$ cat config.mk
export PLATFORM = sky130hd
export DESIGN_NAME = hcb_ctrl
export DESIGN_NICKNAME = d
export VERILOG_FILES = /design/src/hdl/hcb_pkg.sv /design/src/hdl/hcb_ctrl.sv
export SDC_FILE = /design/constraint.sdc
export NUM_CORES = 1
export LEC_CHECK = 0
export BUFFER_PORTS_ARGS = -buffer_cell sky130_fd_sc_hd__buf_4
export CAP_MARGIN = 15
export CELL_PAD_IN_SITES_DETAIL_PLACEMENT = 2
export CELL_PAD_IN_SITES_GLOBAL_PLACEMENT = 2
export CORE_MARGIN = 10
export CORE_UTILIZATION = 24
export CTS_CLUSTER_SIZE = 28
export DETAILED_ROUTE_END_ITERATION = 16
export PLACE_DENSITY = 0.8
export SKIP_LAST_GASP = 1
export SYNTH_ARGS = -nofsm -noshare
export SYNTH_HDL_FRONTEND = slang
export SYNTH_SLANG_ARGS = --single-unit
$ cat constraint.sdc
create_clock -name clk -period 1.8 [get_ports clk]
set_input_delay 0.18 -clock clk [delete_from_list [all_inputs] [get_ports clk]]
set_output_delay 0.18 -clock clk [all_outputs]
set_load 0.02 [all_outputs]
$ cat src/hdl/hcb_pkg.sv
// shared types and codes for the huffman code builder
package hcb_pkg;

	localparam logic [1:0] OP_COUNT = 2'd0;
	localparam logic [1:0] OP_QUERY = 2'd1;
	localparam logic [1:0] OP_CLEAR = 2'd2;

	typedef struct packed {
		logic [1:0] operation;
		logic [7:0] value;
	} req_t;

	typedef struct packed {
		logic        found;
		logic [6:0]  code_length;
		logic [63:0] code_bits;
		logic        overflow;
	} rsp_t;

	typedef struct packed {
		logic accept;
		logic clear;
		logic cnt_wr;
		logic init_step;
		logic scan_start;
		logic scan_cmp;
		logic take_wr;
		logic merge_wr;
		logic walk_rd;
		logic walk_step;
		logic res_load;
	} cmd_t;

	typedef struct packed {
		logic sym_ok;
		logic init_last;
		logic hit;
		logic need_merge;
		logic scan_last;
		logic second;
		logic at_root;
		logic out_free;
	} sts_t;

endpackage

$ cat src/hdl/hcb_ctrl.sv
// sequencing state machine for counting, tree build and code walk
module hcb_ctrl (
	input  logic          clk,
	input  logic          arst_n,
	input  logic          req_valid,
	input  logic [1:0]    operation,
	input  hcb_pkg::sts_t sts,
	output hcb_pkg::cmd_t cmd,
	output logic          req_stall
);
	import hcb_pkg::*;

	localparam logic [3:0] S_IDLE     = 4'd0;
	localparam logic [3:0] S_CNT_WR   = 4'd1;
	localparam logic [3:0] S_INIT_RD  = 4'd2;
	localparam logic [3:0] S_INIT_ST  = 4'd3;
	localparam logic [3:0] S_CHECK    = 4'd4;
	localparam logic [3:0] S_SCAN_RD  = 4'd5;
	localparam logic [3:0] S_SCAN_CMP = 4'd6;
	localparam logic [3:0] S_TAKE_WR  = 4'd7;
	localparam logic [3:0] S_MERGE_WR = 4'd8;
	localparam logic [3:0] S_WALK_RD  = 4'd9;
	localparam logic [3:0] S_WALK_ST  = 4'd10;
	localparam logic [3:0] S_RESULT   = 4'd11;

	logic [3:0] state_q;
	logic [3:0] state_d;

	always_comb begin
		cmd     = '0;
		state_d = state_q;
		case (state_q)
			S_IDLE: begin
				if (req_valid) begin
					cmd.accept = 1'b1;
					case (operation)
						OP_COUNT: if (sts.sym_ok) state_d = S_CNT_WR;
						OP_QUERY: state_d = sts.sym_ok ? S_INIT_RD : S_RESULT;
						OP_CLEAR: cmd.clear = 1'b1;
						default: ;
					endcase
				end
			end
			S_CNT_WR: begin
				cmd.cnt_wr = 1'b1;
				state_d    = S_IDLE;
			end
			S_INIT_RD: state_d = S_INIT_ST;
			S_INIT_ST: begin
				cmd.init_step = 1'b1;
				state_d       = sts.init_last ? S_CHECK : S_INIT_RD;
			end
			S_CHECK: begin
				if (!sts.hit) begin
					state_d = S_RESULT;
				end else if (sts.need_merge) begin
					cmd.scan_start = 1'b1;
					state_d        = S_SCAN_RD;
				end else begin
					state_d = S_WALK_RD;
				end
			end
			S_SCAN_RD: state_d = S_SCAN_CMP;
			S_SCAN_CMP: begin
				cmd.scan_cmp = 1'b1;
				state_d      = sts.scan_last ? S_TAKE_WR : S_SCAN_RD;
			end
			S_TAKE_WR: begin
				cmd.take_wr = 1'b1;
				if (!sts.second) begin
					cmd.scan_start = 1'b1;
					state_d        = S_SCAN_RD;
				end else begin
					state_d = S_MERGE_WR;
				end
			end
			S_MERGE_WR: begin
				cmd.merge_wr = 1'b1;
				state_d      = S_CHECK;
			end
			S_WALK_RD: begin
				if (sts.at_root) begin
					state_d = S_RESULT;
				end else begin
					cmd.walk_rd = 1'b1;
					state_d     = S_WALK_ST;
				end
			end
			S_WALK_ST: begin
				cmd.walk_step = 1'b1;
				state_d       = S_WALK_RD;
			end
			S_RESULT: begin
				if (sts.out_free) begin
					cmd.res_load = 1'b1;
					state_d      = S_IDLE;
				end
			end
			default: state_d = S_IDLE;
		endcase
	end

	always_ff @(posedge clk or negedge arst_n) begin
		if (!arst_n) begin
			state_q <= S_IDLE;
		end else begin
			state_q <= state_d;
		end
	end

	assign req_stall = (state_q != S_IDLE);

endmodule

==> results.md <==
- Final setup margin: ~22 ps
- Crit path max-delay cell type: or4_4
- DRT Pass-1 Iters: 4
- CP Data Required Time: 1620 ps
- RSZ-0062 raised after global routing: yes
- CP Max Fanout: 3
- DR vias/cell: about 5.2
- Core area: 2212 um2
- Post-Syn Instances: 71
- Leak: 0.3541 nW
- Max Root-Sink Buffers: 2
- Post-synth net total: 84
- Main combinational cell family by area after synthesis: simple AND/OR/NAND/NOR gates
- Overall Power: 0.8168 mW
- Crit. End Element: output port
- First-pass GRT wire length: 3539 um
- DP Area: 743.2 um2
- Routed vias: a little under 700
- Post-synthesis xor/xnor area fraction: 0%
- Die area: 4631 um2
- Layout Skew: 4.506 ps
- Ys async rst share: 100.0%
- Final instance area: 815.8 um2
- Yosys Warn Count: 0
- Largest regs: state_q (4)
- Vias in the first global route: 766
- Final Hold Fails: 0
- Post-synth top flop: dfrtp_1
- # diodes: 0
- Initial antenna violation count: 0
- Mux cell area share after synthesis: 0%
- Std-Cell Rows: 17
- Post-synth EDFFs: 0
- CP arrival: 1600 ps
- Slew Limit Fails: 0
- Reg with most FFs: state_q
- Detailed Route WL: 2338 um
- DRC: 0
- CTS tree: built
- Rel. slew slack: a little over two thirds
- Detail Placement HPWL: 1775 um
- Clock transition at path regs: 30 ps
- Synth-to-Final Area Change: 47.18%
- Crit-path max cell delay: 570 ps
- Starting Density: 25.06%
- Yosys reg bits: 4
- Routability cong.: 0.7284
- WL per Instance: 18.12 um
- Max-cap violations: 0
- Final clock period utilization by the worst path: 98.75%
- Final setup viols: 0
- Synth Area in Compound Gates: a little under a third
- Layout cell share with drive strength beyond 1: around 44%
- Nets: 116
- GRT Total Usage: 9.842%
- Cell Area, Synth: 554.3 um2
- Worst hold path type: primary input to flip-flop
- Largest net degree at the start of global routing: 19
- Post-synth cell types: 37
- Placed Cells: between 100 and 150
- Synth Area in Simple Gates: 38.60%
- Root buffer cell: clkbuf_4
- Worst IR Drop VDD: 731.2 uV
- CP cell instances: or4_4, nor2_4, and3b_1, buf_6
- Seq/Total Area, Yosys: 18.06%
- Skew-Pair Late Insertion Delay: 250 ps
- Num CTS Buffers: 3
- F_max: between 500 and 600 MHz
- Number of DRC markers in iteration 0: 18
- DP Worst Slack: 228.9 ps
- Status: finished, final reports clean
- Critical path launch point type: flip-flop
- Die height: 68.06 um
- Worst-Margin Slew: 438.4 ps
- Power Dens Cells: approximately 1000 nW/um2
- I/O Buffers: 24
- Kind of critical path: flip-flop to output port
- Min Hold Slack: between 200 and 250 ps
- ANT nets after route: 0
- Die width: 68.06 um
- IO Pins: 25
- H-tree depth: 1
- Final Core Density: 36.88%
- Final min period: 1778 ps
- Cell Count, Final, Fillers Out: 129
- Post-synthesis adder-cell area fraction: 0%
- Number of flip-flops in the largest register: 4
- TritonCTS Sinks: 4
- Setup_tns: 0 ps
- Filler Cell Count: between 200 and 300
- Syn Area/Cell: 7.807 um2
- Global route overflow: 0
## cell type report
cell class | count | area (um2) | share of cell area [%]
inverters | 2 | 7.507 | 0.9202
repair buffers | 33 | 257.7 | 31.60
flip-flops and latches | 4 | 100.1 | 12.27
multi-input cells | 59 | 392.9 | 48.16
well taps | 28 | 35.03 | 4.294
clock buffers | 3 | 22.52 | 2.761
## critical path: cells and delay by family, from the launching register on
kind,cells,cell delay [ps]
simple gates,3,840
flops,1,400
buf+inv,1,120
## cell usage in the layout (no fill, tap or decap), types with 2 or more instances in the layout
cell type,count
nor2_1,9
nor3_1,3
inv_1,2
o21ai_0,2
buf_6,2
nand2_1,4
a21oi_2,2
a31oi_1,4
o221ai_1,2
nand3b_1,3
nand2b_1,4
a21oi_1,2
a21o_1,2
dfrtp_1,4
clkbuf_4,3
buf_4,30
## routing by layer
metal	up-vias	routed length, um	GRT usage (%)
li1	325	-	-
met1	330	1008	11.40
met2	17	1237	17.44
met3	2	84	2.773
met4	0	8	2.261
met5	-	0	0
## report_power, final
group / leakage (nW) / switching [mW] / internal [mW]
clock: 0.0138 / 0.0415 / 0.0749
combinational: 0.286 / 0.312 / 0.260
sequential: 0.0545 / 0.0183 / 0.110
## kinds of logic (layout without fill, tap and decap cells)
family / Yosys count / count (layout)
AOI/OAI and AO/OA: 23 / 23
buffers and inverters: 8 / 38
DFF: 4 / 4
and+or+nand+nor: 36 / 36
## synth_stat cells, types with 2 or more instances
library cell	number	area (um2)
a21oi_2	2	17.52
a31oi_1	4	25.02
o221ai_1	2	17.52
nor2_1	9	33.78
a21oi_1	2	10.01
nand2b_1	4	25.02
nor3_1	3	15.01
inv_1	2	7.510
nand3b_1	3	22.52
buf_6	5	56.30
o21ai_0	2	10.01
nand2_1	4	15.01
dfrtp_1	4	100.1
a21o_1	2	15.01
## final timing paths
path | start | to | slack (ps) | cells past startpoint
max | state_q[0] | cmd[9] | 20 | 4
min in group asynchronous | arst_n | state_q[3] | 270 | 2
max reg2reg | state_q[0] | state_q[1] | 140 | 5
min | sts[0] | state_q[0] | 220 | 2
max in group asynchronous | arst_n | state_q[0] | 1430 | 2
min reg2reg | state_q[3] | state_q[1] | 800 | 3
## what timing repair did
action,4_1_cts,5_1_grt
hold buffers,1,0
hold endpoints to repair,4,0
gates resized for setup,1,3
buffers inserted,1,2
pin swaps,1,2
setup endpoints to repair,1,3
gates cloned,0,0
No activity file was read; power rests on OpenSTA's default activity.
